==> config.mk <==
export PLATFORM = sky130hd
export DESIGN_NAME = run_length_varint_decoder_flat
export DESIGN_NICKNAME = d
export VERILOG_FILES = /design/src/design/rlvd_pkg.sv /design/src/design/rlvd_if.sv /design/src/design/rlvd_core.sv /design/src/design/rlvd_queue.sv /design/src/design/run_length_varint_decoder.sv /design/src/flat_wrapper.sv
export SDC_FILE = /design/constraint.sdc
export NUM_CORES = 1
export LEC_CHECK = 0
export ABC_CLOCK_PERIOD_IN_PS = 5100
export BUFFER_PORTS_ARGS = -buffer_cell sky130_fd_sc_hd__buf_2
export CAP_MARGIN = 15
export CORE_MARGIN = 5
export CORE_UTILIZATION = 40
export DETAILED_ROUTE_END_ITERATION = 8
export PLACE_DENSITY = 0.55
export SLEW_MARGIN = 30
export SYNTH_ARGS = -nofsm -noshare
export SYNTH_HDL_FRONTEND = slang
export SYNTH_HIERARCHICAL = 1
export SYNTH_SLANG_ARGS = --single-unit
export TNS_END_PERCENT = 10
==> constraint.sdc <==
create_clock -name clk -period 5.1 [get_ports clk]
set_input_delay 0.255 -clock clk [delete_from_list [all_inputs] [get_ports clk]]
set_output_delay 0.255 -clock clk [all_outputs]
set_load 0.05 [all_outputs]
==> src/design/rlvd_pkg.sv <==
// Package for the run-length varint decoder.
// Holds widths, input codes, the count group limit and the result types.
// No dependencies; compile first.
package rlvd_pkg;

  // Maximum number of 7-bit count groups that are kept per run.
  localparam int MAX_GROUPS  = 4;
  // The accumulator holds 28 bits, so at most four groups ever fit.
  localparam int ACC_GROUPS  = 4;
  localparam int GROUP_LIMIT = (MAX_GROUPS > ACC_GROUPS) ? ACC_GROUPS : MAX_GROUPS;

  localparam int GROUP_BITS = 7;
  localparam int ACC_W      = 28;
  localparam int GIDX_W     = 3;
  localparam int BYTE_W     = 8;
  localparam int LEN_W      = 29;
  localparam int RUN_BIAS   = 2;

  // Result queue depth and its pointer and fill count widths.
  localparam int QDEPTH = 4;
  localparam int QPTR_W = $clog2(QDEPTH);
  localparam int QCNT_W = $clog2(QDEPTH + 1);

  // Input item kinds.
  localparam logic KIND_DATA  = 1'b0;
  localparam logic KIND_FLUSH = 1'b1;

  // One result item.
  typedef struct packed {
    logic [BYTE_W-1:0] run_byte;
    logic [LEN_W-1:0]  run_length;
    logic              count_overflow;
    logic              last;
  } rlvd_result_t;

  // Results produced by one accepted input item, in order.
  typedef struct packed {
    logic [1:0]   num;
    rlvd_result_t first;
    rlvd_result_t second;
  } rlvd_push_t;

endpackage

==> src/design/rlvd_if.sv <==
// Channel interfaces of the run-length varint decoder.
// Depends on rlvd_pkg for field widths.
interface rlvd_in_if import rlvd_pkg::*; ();
  logic              valid;
  logic              ready;
  logic              kind;
  logic [BYTE_W-1:0] byte_value;

  modport source (output valid, output kind, output byte_value, input ready);
  modport sink   (input valid, input kind, input byte_value, output ready);
endinterface

interface rlvd_out_if import rlvd_pkg::*; ();
  logic              valid;
  logic              ready;
  logic [BYTE_W-1:0] run_byte;
  logic [LEN_W-1:0]  run_length;
  logic              count_overflow;
  logic              last;

  modport source (output valid, output run_byte, output run_length,
                  output count_overflow, output last, input ready);
  modport sink   (input valid, input run_byte, input run_length,
                  input count_overflow, input last, output ready);
endinterface

==> src/design/rlvd_core.sv <==
// Decoder state and per-byte update of the run-length varint decoder.
// Depends on rlvd_pkg; produces zero, one or two results per transfer.
module rlvd_core
  import rlvd_pkg::*;
(
  input  logic              clk,
  input  logic              rst_n,
  input  logic              accept,
  input  logic              kind,
  input  logic [BYTE_W-1:0] byte_value,
  output rlvd_push_t        push
);

  logic [BYTE_W-1:0] prev_lit_r, prev_lit_nxt;
  logic [ACC_W-1:0]  acc_r, acc_nxt;
  logic [GIDX_W-1:0] gidx_r, gidx_nxt;
  logic              pending_r, pending_nxt;
  logic              ovf_r, ovf_nxt;

  logic [4:0]        shift_amt;
  logic [ACC_W-1:0]  group_bits;
  rlvd_result_t      run_res;
  rlvd_result_t      lit_res;

  // Shifted count group; the index is below four whenever it is used.
  assign shift_amt  = 5'(gidx_r[1:0]) * 5'(GROUP_BITS);
  assign group_bits = ACC_W'(byte_value[GROUP_BITS-1:0]) << shift_amt;

  // The two kinds of result this byte can cause.
  always_comb begin
    run_res.run_byte       = prev_lit_r;
    run_res.run_length     = LEN_W'(acc_r) + LEN_W'(RUN_BIAS);
    run_res.count_overflow = ovf_r;
    run_res.last           = 1'b0;
    lit_res.run_byte       = byte_value;
    lit_res.run_length     = LEN_W'(1);
    lit_res.count_overflow = 1'b0;
    lit_res.last           = 1'b1;
  end

  // Result selection and next state.
  always_comb begin
    prev_lit_nxt = prev_lit_r;
    acc_nxt      = acc_r;
    gidx_nxt     = gidx_r;
    pending_nxt  = pending_r;
    ovf_nxt      = ovf_r;
    push.num     = 2'd0;
    push.first   = lit_res;
    push.second  = lit_res;
    if (accept) begin
      priority if (kind == KIND_FLUSH) begin
        // End of stream: emit any pending run and start fresh.
        if (pending_r) begin
          push.num        = 2'd1;
          push.first      = run_res;
          push.first.last = 1'b1;
        end
        prev_lit_nxt = '0;
        acc_nxt      = '0;
        gidx_nxt     = '0;
        pending_nxt  = 1'b0;
        ovf_nxt      = 1'b0;
      end else if (byte_value[BYTE_W-1]) begin
        // Count group: accumulate or drop past the limit.
        if (gidx_r < GIDX_W'(GROUP_LIMIT)) begin
          acc_nxt  = acc_r | group_bits;
          gidx_nxt = gidx_r + GIDX_W'(1);
        end else begin
          ovf_nxt = 1'b1;
        end
        pending_nxt = 1'b1;
      end else begin
        // Literal: pending run first, then the literal itself.
        if (pending_r) begin
          push.num    = 2'd2;
          push.first  = run_res;
          push.second = lit_res;
        end else begin
          push.num   = 2'd1;
          push.first = lit_res;
        end
        prev_lit_nxt = byte_value;
        acc_nxt      = '0;
        gidx_nxt     = '0;
        pending_nxt  = 1'b0;
        ovf_nxt      = 1'b0;
      end
    end
  end

  // State registers.
  always_ff @(posedge clk) begin
    if (!rst_n) begin
      prev_lit_r <= '0;
      acc_r      <= '0;
      gidx_r     <= '0;
      pending_r  <= 1'b0;
      ovf_r      <= 1'b0;
    end else begin
      prev_lit_r <= prev_lit_nxt;
      acc_r      <= acc_nxt;
      gidx_r     <= gidx_nxt;
      pending_r  <= pending_nxt;
      ovf_r      <= ovf_nxt;
    end
  end

endmodule

==> src/design/rlvd_queue.sv <==
// Result queue of the run-length varint decoder.
// Depends on rlvd_pkg; takes up to two results a cycle, gives one a cycle while out_ready is high.
module rlvd_queue
  import rlvd_pkg::*;
(
  input  logic         clk,
  input  logic         rst_n,
  input  rlvd_push_t   push,
  output logic         has_room,
  output logic         out_valid,
  input  logic         out_ready,
  output rlvd_result_t out_data
);

  rlvd_result_t      entry_r [QDEPTH];
  logic [QPTR_W-1:0] head_r, head_nxt;
  logic [QPTR_W-1:0] tail_r, tail_nxt;
  logic [QCNT_W-1:0] count_r, count_nxt;
  logic              pop;
  logic [QPTR_W-1:0] tail_plus1;

  // Room for the worst case of two results from one transfer.
  assign has_room   = count_r <= QCNT_W'(QDEPTH - 2);
  assign out_valid  = count_r != '0;
  assign out_data   = entry_r[head_r];
  assign pop        = out_valid && out_ready;
  assign tail_plus1 = tail_r + QPTR_W'(1);

  // Pointer and fill count update.
  always_comb begin
    head_nxt  = pop ? head_r + QPTR_W'(1) : head_r;
    tail_nxt  = tail_r + QPTR_W'(push.num);
    count_nxt = count_r + QCNT_W'(push.num) - QCNT_W'(pop);
  end

  always_ff @(posedge clk) begin
    if (!rst_n) begin
      head_r  <= '0;
      tail_r  <= '0;
      count_r <= '0;
    end else begin
      head_r  <= head_nxt;
      tail_r  <= tail_nxt;
      count_r <= count_nxt;
    end
  end

  // Entry writes, in result order.
  always_ff @(posedge clk) begin
    if (push.num != 2'd0) begin
      entry_r[tail_r] <= push.first;
    end
    if (push.num == 2'd2) begin
      entry_r[tail_plus1] <= push.second;
    end
  end

endmodule

==> src/design/run_length_varint_decoder.sv <==
// Top level of the run-length varint decoder.
// Depends on rlvd_pkg, rlvd_if, rlvd_core and rlvd_queue.
//
//   Channel  Direction  Payload                                        Handshake
//   in_ch    sink       kind, byte_value                               valid/ready
//   out_ch   source     run_byte, run_length, count_overflow, last     valid/ready
//
// One input byte is taken per cycle while in_ch.ready is high; its results are
// written into a four-entry queue in the same cycle and can leave on the next
// one. A literal that closes a run gives two results, so the output side sets
// the sustained rate: one result per cycle from the queue head, while out_ch.ready
// is high. in_ch.ready is low while fewer than two queue entries are free.
// Reset is synchronous and active low and clears state and queue.
module run_length_varint_decoder
  import rlvd_pkg::*;
(
  input  logic      clk,
  input  logic      rst_n,
  rlvd_in_if.sink   in_ch,
  rlvd_out_if.source out_ch
);

  rlvd_push_t   push;
  rlvd_result_t head;
  logic         has_room;
  logic         accept;

  assign in_ch.ready = has_room;
  assign accept      = in_ch.valid && has_room;

  // Per-byte state update.
  rlvd_core u_core (
    .clk        (clk),
    .rst_n      (rst_n),
    .accept     (accept),
    .kind       (in_ch.kind),
    .byte_value (in_ch.byte_value),
    .push       (push)
  );

  // Result buffering toward the output channel.
  rlvd_queue u_queue (
    .clk       (clk),
    .rst_n     (rst_n),
    .push      (push),
    .has_room  (has_room),
    .out_valid (out_ch.valid),
    .out_ready (out_ch.ready),
    .out_data  (head)
  );

  assign out_ch.run_byte       = head.run_byte;
  assign out_ch.run_length     = head.run_length;
  assign out_ch.count_overflow = head.count_overflow;
  assign out_ch.last           = head.last;

endmodule
==> src/flat_wrapper.sv <==
// flat-port wrapper written by rule: the top's interface ports become plain ports
module run_length_varint_decoder_flat import rlvd_pkg::*;
  (clk, rst_n, in_ch_valid, in_ch_kind, in_ch_byte_value, in_ch_ready, out_ch_valid, out_ch_run_byte, out_ch_run_length, out_ch_count_overflow, out_ch_last, out_ch_ready);
  rlvd_in_if in_ch_i ();
  rlvd_out_if out_ch_i ();
  input  logic clk;
  input  logic rst_n;
  input wire logic [$bits(in_ch_i.valid)-1:0] in_ch_valid;
  input wire logic [$bits(in_ch_i.kind)-1:0] in_ch_kind;
  input wire logic [$bits(in_ch_i.byte_value)-1:0] in_ch_byte_value;
  output wire logic [$bits(in_ch_i.ready)-1:0] in_ch_ready;
  output wire logic [$bits(out_ch_i.valid)-1:0] out_ch_valid;
  output wire logic [$bits(out_ch_i.run_byte)-1:0] out_ch_run_byte;
  output wire logic [$bits(out_ch_i.run_length)-1:0] out_ch_run_length;
  output wire logic [$bits(out_ch_i.count_overflow)-1:0] out_ch_count_overflow;
  output wire logic [$bits(out_ch_i.last)-1:0] out_ch_last;
  input wire logic [$bits(out_ch_i.ready)-1:0] out_ch_ready;
  assign in_ch_i.valid = in_ch_valid;
  assign in_ch_i.kind = in_ch_kind;
  assign in_ch_i.byte_value = in_ch_byte_value;
  assign in_ch_ready = in_ch_i.ready;
  assign out_ch_valid = out_ch_i.valid;
  assign out_ch_run_byte = out_ch_i.run_byte;
  assign out_ch_run_length = out_ch_i.run_length;
  assign out_ch_count_overflow = out_ch_i.count_overflow;
  assign out_ch_last = out_ch_i.last;
  assign out_ch_i.ready = out_ch_ready;
  run_length_varint_decoder u_core (.clk(clk), .rst_n(rst_n), .in_ch(in_ch_i), .out_ch(out_ch_i));
endmodule
## Word-level counts from Yosys, hierarchy flattened

Memory sizes are Yosys's and may differ from the RTL's. A register that Yosys moved wholly into a read port is not among the register bits.
Index checks and enable logic that the tools add are counted.

| word-level totals | value |
|---|---|
| memory bits (writable) | 156 |
| flip-flop bits (word level) | 48 |
| input bits | 13 |
| memories kept | 1 |
| output and inout bits | 41 |

Memories:

| name | depth | bits a word | rd ports | clocked after Yosys merged registers in | wr ports | RTL line | RTL |
|---|---|---|---|---|---|---|---|
| u_core.u_queue.entry_r | 4 | 39 | 1 | 1 | 2 | rlvd_queue.sv:15 | `rlvd_result_t entry_r [QDEPTH];` |

| operators by class | value |
|---|---|
| mux-type cells | 25 |
| equal/unequal tests | 4 |
| multiply operators | 1 |
| reduce and logical (&&, ||, !) cells | 7 |
| bitwise operators | 1 |
| $add $sub $neg | 7 |
| shifts and indexed selects | 1 |
| $lt $le $gt $ge | 2 |

Operators with widths:

| kind | number |
|---|---|
| $mux W80 | 2 |
| $mux W28 | 3 |
| $mux W41 | 2 |
| $mux W40 | 1 |
| $mux W39 | 1 |
| $add A28 B2 Y29 const B | 1 |
| $or A28 B28 Y28 | 1 |
| $shl A7 B5 Y28 | 1 |
| $mux W8 | 2 |
| $mux W1 | 9 |
| $mux W3 | 3 |
| $reduce_and A2 Y1 | 3 |
| $mul A2 B3 Y5 const B | 1 |
| $add A2 B1 Y2 const B | 2 |
| $mux W2 | 2 |
| $add A3 B1 Y3 const B | 1 |
| $add A3 B2 Y3 | 1 |
| $le A3 B2 Y1 const B | 1 |
| $lt A3 B3 Y1 const B | 1 |
| $ne A3 B2 Y1 const B | 1 |
| $ne A3 B3 Y1 const B | 1 |
| $reduce_bool A3 Y1 | 1 |
| $sub A3 B1 Y3 | 1 |
| $add A2 B2 Y2 | 1 |
| 4 further kinds | 5 |

## Depth between registers and ports, before layout

Gate-level depths: netlist of the first run.

| logic depth | value |
|---|---|
| word-level depth | 8 |
| depth in mapped cells | 12 |

## Cells and area by module

The synthesis of the first run kept the hierarchy.

Modules (own cells, without submodules):

| module | area each (µm²) | times used | cells each |
|---|---|---|---|
| rlvd_queue | 8050.2 | 1 | 425 |
| rlvd_core | 2428.6 | 1 | 329 |
| run_length_varint_decoder | 6.3 | 1 | 1 |

## Worst setup path before layout of the first run

Ideal clock, no wire load.

| path | value |
|---|---|
| kind | flip-flop to flip-flop |
| from | register u_core.u_queue.count_r[0] |
| to | memory u_core/u_queue/entry_r[0][0] (netlist bit) (enable) |
| path buffers | 1 |
| library setup time | 0.489 ns |
| period minus slack after synthesis | 5.556 ns |
| data arrival time | 5.067 ns |
| path slack | -0.456 ns |
| stages on the path, launching flop included | 7 |
| cells stage by stage | dfxtp_1 > a21oi_1 > and2_1 > clkbuf_1 > nor2b_1 > o21bai_1 > o21ai_0 |

RTL lines:

| what | RTL line | RTL |
|---|---|---|
| start, declared | rlvd_queue.sv:18 | `logic [QCNT_W-1:0] count_r, count_nxt;` |
| start signal, assigned | rlvd_queue.sv:44 | `count_r <= count_nxt;` |
| end, declared | rlvd_queue.sv:15 |  |

==> impl_metrics.env, run 1 <==
export IMPL_synthXorXnorAreaFrac_pct=1.52
export IMPL_initial_core_util_pct=40.5
export IMPL_status="finished, final reports clean"
export IMPL_antenna_found_initial=0
export IMPL_nets=819
export IMPL_ys_flop_type="edfxtp_1"
export IMPL_cp_arrival_ns=3.86
export IMPL_synth_edf_count=156
export IMPL_hold_viol=0
export IMPL_post_cts_repair_setup_buffers=0
export IMPL_p_seq_share_pct=40.6
export IMPL_p_int_mw=3.34
export IMPL_dieHeight_um=172
export IMPL_cts_sinks=205
export IMPL_synthAdderAreaFrac_pct=0.907
export IMPL_avgSynthCellArea_um2=13.9
export IMPL_grt_usage_pct=16.1
export IMPL_grt_pass1_vias=6477
export IMPL_netlist_area_um2=10500
export IMPL_slew_headroom_pct=35.7
export IMPL_holdPathStages=2
export IMPL_hold_buffers=0
export IMPL_cts_htree_levels=1
export IMPL_critPathCaptureType="register"
export IMPL_cap_violations=0
export IMPL_drt_initial_drc_count=424
export IMPL_holdCritPathClass="in -> reg"
export IMPL_synth_seq_area_share_pct=54.0
export IMPL_utilization_pct=45.2
export IMPL_cts_clk_slew_worst_paths_ns=0.06
export IMPL_seqCellArea_um2=5670
export IMPL_yosys_top_cells_area="edfxtp_1 45%, mux2_2 15%, dfxtp_1 9.4%"
export IMPL_rsz0062_at_grt="no"
export IMPL_grt_first_pass_wirelength_um=37000
export IMPL_yosysTopAreaCellShare_pct=44.7
export IMPL_synth_compound_area_share_pct=4.12
export IMPL_multi_input_area_um2=4420
export IMPL_routabilityCongestion=0.800
export IMPL_cts_root_buf="clkbuf_16"
export IMPL_fp_row_count=59
export IMPL_critPathKind="reg -> reg"
export IMPL_grt_ovfl_total=0
export IMPL_ys_warnings_count=6
export IMPL_ctsLongestPathBuffers=3
export IMPL_synth_async_reset_ratio_pct=0
export IMPL_synth_commonest_cells="156 x edfxtp_1, 144 x mux2_2, 68 x nand2_1, 49 x dfxtp_1, 44 x buf_4"
export IMPL_synth_top_family_by_area="multiplexers"
export IMPL_r2r_cells=7
export IMPL_fillers=2307
export IMPL_clkPwrFrac_pct=35.4
export IMPL_drive_gt1_share_pct=38.2
export IMPL_period_minus_slack_ns=3.67
export IMPL_synthSimpleGateAreaFrac_pct=8.16
export IMPL_io_pins=54
export IMPL_power_switching_mw=1.54
export IMPL_antennaDiodeCount=0
export IMPL_postSynthCellCount=755
export IMPL_final_max_slew_viol_count=0
export IMPL_die_area_um2=29600
export IMPL_antenna_left=0
export IMPL_p_per_area_nw_per_um2=416
export IMPL_critPathRequiredTime_ns=5.29
export IMPL_swShare_pct=31.5
export IMPL_drt_vias_per_instance=5.39
export IMPL_routed_wl_um=23700
export IMPL_cts_tree="built"
export IMPL_p_leak_nw=4.01
export IMPL_start_kind="register"
export IMPL_worst_pin_slew_ns=0.957
export IMPL_drt_pass1_iter_count=4
export IMPL_fmax_mhz=273
export IMPL_combPwrFrac_pct=24.1
export IMPL_synth_seq_cells=205
export IMPL_cts_resized=0
export IMPL_total_power_mw=4.88
export IMPL_crit_fanout=22
export IMPL_whs_ns=0.0314
export IMPL_worstSkewPairLatency_ns=0.52
export IMPL_drc=0
export IMPL_synth_distinct_cells=55
export IMPL_area_delta_synth_final_pct=11.8
export IMPL_hpwl_um=14400
export IMPL_cts_buffers=24
export IMPL_synthMuxAreaShare_pct=26.0
export IMPL_io_buffers=53
export IMPL_wire_per_inst_um=20.5
export IMPL_setup_tns_ns=0
export IMPL_post_synth_top_count_cell="edfxtp_1"
export IMPL_setup_viol=0
export IMPL_die_w_um=172
export IMPL_skew_ns=0.0146
export IMPL_fp_coreArea_um2=25900
export IMPL_fin_crit_sh_pct=71.9
export IMPL_vias=6208
export IMPL_vdd_ir_drop_max_v=0.000271
export IMPL_yosys_area_top_type="edfxtp_1"
export IMPL_grt_max_degree=41
==> power by group through the flow <==
stage | clock [mW] | sequential, mW | combinational (mW)
finish | 1.73 | 1.98 | 1.17
global route | 1.85 | 1.99 | 1.26
CTS | 1.77 | 1.98 | 1.20
detailed placement | 0 | 2.02 | 1.19
global placement | 0 | 2.01 | 1.18
floorplan | 0 | 1.96 | 0.989
==> stage by stage <==
stage / setup slack (ns) / cell area, um2 / instances
after detailed placement: 1.44 / 10900 / 1108
after global routing: 1.15 / 11700 / 1152
after floorplan: 0.511 / 10600 / 784
after global placement: 1.61 / 10900 / 1108
after CTS: 1.40 / 11700 / 1152
final: 1.43 / 11700 / 1152
==> state kept, by name, indices dropped and copies added, names as in the netlist, named ones only <==
| register | flops |
|---|---|
| u_core/u_core/acc_r | 28 |
| u_core/u_core/pending_r | 1 |
| u_core/u_queue/head_r | 2 |
| u_core/u_core/ovf_r | 1 |
| u_core/u_queue/count_r | 3 |
| u_core/u_core/gidx_r | 3 |
| u_core/u_queue/entry_r | 156 |
| u_core/u_core/prev_lit_r | 7 |
| u_core/u_queue/tail_r | 2 |
==> placed cells by master (no fill, tap or decap), types with 16 or more instances in the layout <==
master	n
a21oi_1	16
buf_2	53
clkbuf_16	24
conb_1	31
dfxtp_1	47
edfxtp_1	156
mux2_2	144
mux4_2	39
nand2_1	68
nor2_1	22
o21ai_0	31
==> layer usage <==
layer,up-vias,routed length (um),global-route usage (%)
met2,131,11600,27.4
li1,2916,-,-
met3,28,1120,2.74
met4,0,411,3.86
met1,3133,10600,21.6
met5,-,0,0
==> area by class of cell <==
type,count,area share (%)
Multi-Input combinational cell,491,37.7
Clock inverter,7,0.843
Tap cell,335,3.58
Clock buffer,37,6.07
Timing Repair Buffer,65,3.03
Sequential cell,205,48.4
Inverter,12,0.384
==> kinds of logic after synthesis <==
logic type | after synthesis
AOI/OAI and AO/OA | 72
xor gates and xnor gates | 15
adders and majority gates | 7
buffers and inverters | 88
DFF | 205
muxes | 200
other | 2
and+or+nand+nor | 166
==> critical path, stage by stage (launching register included) <==
cell,delay [ns]
dfxtp_1,0.35
a21oi_1,0.20
and2_1,0.38
nand2_1,0.17
nor3_1,0.76
mux2i_1,0.35
nor2_4,0.69
buf_4,0.41
==> path summary, 6_finish.rpt <==
check                                        from                                       end  slack (ns)
max          u_core/u_queue/count_r[1]$_SDFF_PN0_   u_core/u_queue/entry_r[3][14]$_DFFE_PP_        1.43
min                           in_ch_byte_value[4]  u_core/u_core/prev_lit_r[4]$_SDFFE_PN0P_        0.03
max reg2reg  u_core/u_queue/count_r[1]$_SDFF_PN0_   u_core/u_queue/entry_r[3][14]$_DFFE_PP_        1.43
min reg2reg   u_core/u_core/acc_r[0]$_SDFFE_PN0P_       u_core/u_core/acc_r[0]$_SDFFE_PN0P_        0.46
Note: power is estimated with default switching activity, not from simulation.
==> run 2: changes to the inputs <==
Settings changed: ABC_CLOCK_PERIOD_IN_PS 5100 to 3600.
Clock period 5.1 ns to 3.6 ns, I/O delays scaled along.
==> impl_metrics.env, run 2 (synthesized netlist as in run 1, its figures left out) <==
export IMPL_p_int_mw=4.75
export IMPL_wire_per_inst_um=21.0
export IMPL_cp_slowest_cell="and4bb_4"
export IMPL_crit_fanout=21
export IMPL_setup_tns_ns=0
export IMPL_cts_tree="built"
export IMPL_ctsLongestPathBuffers=3
export IMPL_nets=830
export IMPL_dieHeight_um=172
export IMPL_slew_headroom_pct=49.6
export IMPL_fp_coreArea_um2=25900
export IMPL_holdCritPathClass="in -> reg"
export IMPL_grt_first_pass_wirelength_um=37900
export IMPL_power_switching_mw=2.19
export IMPL_setup_viol=0
export IMPL_drt_pass1_iter_count=6
export IMPL_io_buffers=53
export IMPL_regToRegSetupSlack_ns=0.71
export IMPL_p_leak_nw=4.05
export IMPL_cts_clk_slew_worst_paths_ns=0.06
export IMPL_cts_resized=0
export IMPL_holdPathStages=2
export IMPL_min_delay_start="in_ch_byte_value[3]"
export IMPL_status="finished, final reports clean"
export IMPL_vdd_ir_drop_max_v=0.000426
export IMPL_drive_gt1_share_pct=38.4
export IMPL_hold_viol=0
export IMPL_total_power_mw=6.94
export IMPL_drt_vias_per_instance=5.40
export IMPL_dp_cells=1117
export IMPL_grt_ovfl_total=0
export IMPL_largest_registers="u_core/u_queue/entry_r: 156 flops, u_core/u_core/acc_r: 28 flops, u_core/u_core/prev_lit_r: 7 flops"
export IMPL_final_common_cell="edfxtp_1"
export IMPL_die_w_um=172
export IMPL_start_kind="register"
export IMPL_fin_crit_sh_pct=80.2
export IMPL_grt_pass1_vias=6602
export IMPL_grt_max_degree=33
export IMPL_io_pins=54
export IMPL_cap_violations=0
export IMPL_area_delta_synth_final_pct=12.9
export IMPL_critPathKind="reg -> reg"
export IMPL_max_stage_delay_ns=0.52
export IMPL_antenna_found_initial=0
export IMPL_fp_row_count=59
export IMPL_p_per_area_nw_per_um2=586
export IMPL_cts_root_buf="clkbuf_16"
export IMPL_routed_wl_um=24400
export IMPL_die_area_um2=29600
export IMPL_cp_arrival_ns=3.14
export IMPL_final_cell_mix="156 x edfxtp_1, 144 x mux2_2, 68 x nand2_1"
export IMPL_worstPathCellList="a21oi_1 -> and2_1 -> nand2_1 -> nor3_1 -> buf_4 -> and4bb_4 -> buf_12 -> mux2_2"
export IMPL_antennaDiodeCount=0
export IMPL_p_seq_share_pct=40.8
export IMPL_regToRegStartpoint="u_core/u_queue/count_r[0]$_SDFF_PN0_"
export IMPL_instances_no_fill=1163
export IMPL_antenna_left=0
export IMPL_cts_buffers=24
export IMPL_cts_htree_levels=1
export IMPL_worst_pin_slew_ns=0.756
export IMPL_vias=6275
export IMPL_critPathRequiredTime_ns=3.85
export IMPL_drt_initial_drc_count=436
export IMPL_initial_core_util_pct=40.5
export IMPL_largest_register="u_core/u_queue/entry_r"
export IMPL_fmax_mhz=346
export IMPL_critPathCaptureType="register"
export IMPL_final_max_slew_viol_count=0
export IMPL_cts_sinks=205
export IMPL_pre_cts_slack_ns=0.728
export IMPL_swShare_pct=31.5
export IMPL_skew_ns=0.00520
export IMPL_hpwl_um=15600
export IMPL_rsz0062_at_grt="no"
export IMPL_period_minus_slack_ns=2.89
export IMPL_largest_reg_flops=156
export IMPL_clkPwrFrac_pct=35.0
export IMPL_drc=0
export IMPL_min_to="u_core/u_core/prev_lit_r[3]$_SDFFE_PN0P_"
export IMPL_rr_endpoint="u_core/u_queue/entry_r[3][38]$_DFFE_PP_"
export IMPL_routabilityCongestion=0.846
export IMPL_grt_usage_pct=16.5
export IMPL_r2r_cells=8
export IMPL_worstSkewPairLatency_ns=0.50
export IMPL_combPwrFrac_pct=24.1
export IMPL_utilization_pct=45.7
export IMPL_worst_slack_ns=0.712
==> run 2: cell types whose count changed in the layout (fill, tap and decap cells not counted), sizes merged <==
cell         change
buf              +9
bufinv           +1
clkbuf           -6
clkinv           +4
clkinvlp         +1
dlygate4sd3      +2
==> run 2: worst max-delay path: cells and delay by family (launching register included) <==
family,cells,cell delay [ns]
AOI/OAI and AO/OA,1,0.19
DFF,1,0.33
buffers and inverters,2,0.44
and+or+nand+nor,4,1.28
muxes,1,0.35
==> run 2: metal layers <==
layer  routed length (um)  global-route usage, %  vias up
met5                    0                      0        -
met2                12400                   29.0      124
met4                  517                   4.17        0
li1                     -                      -     2925
met3                  877                   2.03       35
met1                10700                   21.8     3191
==> run 2: worst max path at each step <==
| stage | end | start | slack (ns) |
|---|---|---|---|
| after floorplan | u_core/u_queue/entry_r[0][0]$_DFFE_PP_ | u_core/u_queue/count_r[0]$_SDFF_PN0_ | -0.20 |
| after CTS | u_core/u_queue/entry_r[3][6]$_DFFE_PP_ | u_core/u_queue/count_r[0]$_SDFF_PN0_ | 0.67 |
| final | u_core/u_queue/entry_r[3][38]$_DFFE_PP_ | u_core/u_queue/count_r[0]$_SDFF_PN0_ | 0.71 |
| after global routing | u_core/u_queue/entry_r[3][6]$_DFFE_PP_ | u_core/u_queue/count_r[0]$_SDFF_PN0_ | 0.46 |
| after detailed placement | u_core/u_queue/entry_r[3][1]$_DFFE_PP_ | u_core/u_queue/count_r[0]$_SDFF_PN0_ | 0.73 |
| after global placement | u_core/u_queue/entry_r[3][38]$_DFFE_PP_ | u_core/u_queue/count_r[0]$_SDFF_PN0_ | 0.78 |
==> run 2: layout make-up <==
type	count	area, um2
clock buffer	31	658
clock inverter	13	138
fill	2307	14100
inverter	12	45.0
multi-input combinational	491	4420
sequential	205	5670
tap	335	419
timing repair buffer	76	480
==> run 2: power by group through the flow <==
stage / clock network, mW / registers, mW / logic (mW)
after global routing: 2.59 / 2.86 / 1.77
final: 2.43 / 2.83 / 1.68
after CTS: 2.50 / 2.84 / 1.70
after floorplan: 0 / 2.77 / 1.40
after detailed placement: 0 / 2.89 / 1.69
after global placement: 0 / 2.88 / 1.68
==> run 2: repair_timing <==
item	CTS	global route
setup buffers	0	0
endpoints found under the hold margin	2	0
hold buffers	2	0
==> run 2: per-stage QoR <==
| step | hold slack [ns] | cell area [um2] |
|---|---|---|
| floorplan | 0.302 | 10600 |
| detailed placement | 0.455 | 11000 |
| global route | 0.0118 | 11800 |
| global placement | 0.452 | 11000 |
| finish | 0.0304 | 11800 |
| CTS | 0.00505 | 11800 |
==> run 3: changes to the inputs <==
Settings changed: ABC_AREA set to 1, ABC_CLOCK_PERIOD_IN_PS 3600 to 2550, PLACE_DENSITY 0.55 to 0.57.
Clock period 3.6 ns to 2.55 ns, I/O delays scaled along.
==> impl_metrics.env, run 3 <==
export IMPL_status="finished, final reports clean"
export IMPL_swShare_pct=36.4
export IMPL_rsz0062_at_grt="no"
export IMPL_die_w_um=175
export IMPL_drt_initial_drc_count=603
export IMPL_grt_ovfl_total=0
export IMPL_wire_per_inst_um=16.3
export IMPL_largest_register="u_core/u_queue/entry_r"
export IMPL_dp_cells=1642
export IMPL_cp_num_buf_inv=3
export IMPL_io_buffers=53
export IMPL_final_area_um2=12200
export IMPL_synth_seq_cells=205
export IMPL_die_area_um2=30500
export IMPL_synth_seq_area_share_pct=52.3
export IMPL_antenna_left=0
export IMPL_pre_cts_slack_ns=0.203
export IMPL_critPathCaptureType="output port"
export IMPL_holdCritPathClass="in -> reg"
export IMPL_routabilityCongestion=0.951
export IMPL_cap_violations=0
export IMPL_start_kind="register"
export IMPL_worstPathCellList="inv_2 -> buf_12 -> o21ai_0 -> o22ai_1 -> buf_2"
export IMPL_avgSynthCellArea_um2=8.34
export IMPL_crit_family="buffers and inverters"
export IMPL_post_synth_top_count_cell="nand2_1"
export IMPL_initial_core_util_pct=40.4
export IMPL_grt_first_pass_wirelength_um=43500
export IMPL_final_cell_mix="281 x nand2_1, 214 x o21ai_0, 163 x nor2_1"
export IMPL_vdd_ir_drop_max_v=0.000422
export IMPL_final_common_cell="nand2_1"
export IMPL_grt_usage_pct=17.8
export IMPL_ctsLongestPathBuffers=3
export IMPL_yosys_top_cells_area="edfxtp_1 43%, o21ai_0 9.9%, nand2_1 9.7%"
export IMPL_clkPwrFrac_pct=31.7
export IMPL_synth_async_reset_ratio_pct=0
export IMPL_final_max_slew_viol_count=0
export IMPL_critPathKind="reg -> out"
export IMPL_regToRegStartpoint="u_core/u_queue/count_r[1]$_SDFF_PN0_"
export IMPL_netlist_area_um2=10800
export IMPL_hpwl_um=18600
export IMPL_hold_viol=0
export IMPL_skew_ns=0.0295
export IMPL_min_to="u_core/u_core/gidx_r[1]$_SDFFE_PN0P_"
export IMPL_antenna_found_initial=0
export IMPL_period_minus_slack_ns=2.41
export IMPL_fmax_mhz=415
export IMPL_worstSkewPairLatency_ns=0.52
export IMPL_grt_max_degree=63
export IMPL_nets=1356
export IMPL_cts_tree="built"
export IMPL_io_pins=54
export IMPL_critPathRequiredTime_ns=2.42
export IMPL_worst_pin_slew_ns=0.688
export IMPL_cts_sinks=205
export IMPL_instances_no_fill=1694
export IMPL_synth_edf_count=156
export IMPL_fin_crit_sh_pct=94.4
export IMPL_cp_slowest_cell="dfxtp_2"
export IMPL_cp_arrival_ns=2.28
export IMPL_p_leak_nw=4.50
export IMPL_synth_commonest_cells="281 x nand2_1, 214 x o21ai_0, 164 x nor2_1, 156 x edfxtp_1, 113 x inv_1"
export IMPL_fp_row_count=60
export IMPL_crit_fanout=62
export IMPL_fillers=2587
export IMPL_worst_slack_ns=0.142
export IMPL_drc=0
export IMPL_combPwrFrac_pct=28.5
export IMPL_cp_depth=5
export IMPL_place_area_um2=11400
export IMPL_synth_distinct_cells=35
export IMPL_grt_pass1_vias=7942
export IMPL_dieHeight_um=175
export IMPL_routed_wl_um=27500
export IMPL_max_stage_delay_ns=0.44
export IMPL_largest_registers="u_core/u_queue/entry_r: 156 flops, u_core/u_core/acc_r: 28 flops, u_core/u_core/prev_lit_r: 7 flops"
export IMPL_cts_clk_slew_worst_paths_ns=0.06
export IMPL_drive_gt1_share_pct=12.1
export IMPL_ys_flop_type="edfxtp_1"
export IMPL_yosys_area_top_type="edfxtp_1"
export IMPL_drt_pass1_iter_count=5
export IMPL_yosysTopAreaCellShare_pct=43.3
export IMPL_vias=8497
export IMPL_setup_viol=0
export IMPL_utilization_pct=45.6
export IMPL_cts_buffers=23
export IMPL_r2r_cells=14
export IMPL_fp_coreArea_um2=26800
export IMPL_antennaDiodeCount=0
export IMPL_p_int_mw=6.37
export IMPL_power_switching_mw=3.64
export IMPL_cts_htree_levels=1
export IMPL_area_delta_synth_final_pct=13.0
export IMPL_p_per_area_nw_per_um2=818
export IMPL_whs_ns=0.0464
export IMPL_rr_endpoint="u_core/u_queue/count_r[2]$_SDFF_PN0_"
export IMPL_min_delay_start="in_ch_kind"
export IMPL_holdPathStages=4
export IMPL_largest_reg_flops=156
export IMPL_regToRegSetupSlack_ns=0.20
export IMPL_slew_headroom_pct=53.6
export IMPL_ys_warnings_count=6
export IMPL_drt_vias_per_instance=5.02
export IMPL_cts_root_buf="clkbuf_16"
export IMPL_postSynthCellCount=1298
export IMPL_p_seq_share_pct=39.8
[run 3: layout make-up]
class / instances / area, um2 / share of cell area [%]
timing repair buffer: 91 / 713 / 5.83
inverter: 120 / 450 / 3.68
tap: 341 / 427 / 3.49
sequential: 205 / 5670 / 46.3
clock inverter: 17 / 141 / 1.16
clock buffer: 25 / 583 / 4.77
multi-input combinational: 895 / 4250 / 34.7
[run 3: cell families (layout without fill, tap and decap cells)]
| kind of cell | after synthesis | count (layout) | share of synthesized area [%] |
|---|---|---|---|
| buffers and inverters | 227 | 253 | 10.3 |
| DFF | 205 | 205 | 52.3 |
| AOI/OAI and AO/OA | 352 | 352 | 16.9 |
| and+or+nand+nor | 504 | 504 | 19.5 |
| other | 2 | 31 | 0.0694 |
| xor gates and xnor gates | 1 | 1 | 0.0809 |
| adders and majority gates | 7 | 7 | 0.878 |
[run 3: timing repair]
action | in CTS | in global routing
endpoints found under the setup margin | 0 | 1
endpoints found under the hold margin | 15 | 0
gates resized for setup | 0 | 1
hold buffers | 10 | 0
buffers inserted | 0 | 0
[run 3: metal layers]
layer,vias up,wire length [um],track usage (%)
met5,-,0,0
met4,0,762,4.81
met3,54,1820,2.78
met2,222,12600,29.1
met1,3870,12400,24.8
li1,4351,-,-
[run 3: tightest hold or removal path, stage by stage]
cell	delay [ns]
buf_2	0.14
nor2_1	0.10
nand3_1	0.07
a21boi_0	0.07
[run 3: power groups by stage]
stage / clock (mW) / sequential, mW / combinational, mW
6_report: 3.17 / 3.99 / 2.85
5_1_grt: 3.38 / 4.01 / 3.09
4_1_cts: 3.23 / 3.99 / 2.89
3_5_place_dp: 0 / 4.06 / 2.87
3_3_place_gp: 0 / 4.05 / 2.86
2_1_floorplan: 0 / 3.98 / 2.21
[run 3: through the flow]
step | power (mW) | setup TNS, ns
floorplan | 6.19 | -69.66
global placement | 6.91 | 0
detailed placement | 6.92 | 0
CTS | 10.1 | 0
global route | 10.5 | 0
finish | 10.0 | 0
[run 3: worst max path at each step]
stage                                         start                                      to  slack, ns
6_report                                   register                      out_ch_run_byte[5]       0.14
4_1_cts                                    register                   out_ch_run_length[16]       0.09
3_5_place_dp   u_core/u_queue/count_r[1]$_SDFF_PN0_    u_core/u_queue/count_r[2]$_SDFF_PN0_       0.20
3_3_place_gp   u_core/u_queue/count_r[1]$_SDFF_PN0_    u_core/u_queue/count_r[2]$_SDFF_PN0_       0.23
5_1_grt        u_core/u_queue/count_r[1]$_SDFF_PN0_    u_core/u_queue/count_r[2]$_SDFF_PN0_       0.03
2_1_floorplan  u_core/u_queue/count_r[1]$_SDFF_PN0_  u_core/u_queue/entry_r[0][0]$_DFFE_PP_      -0.50
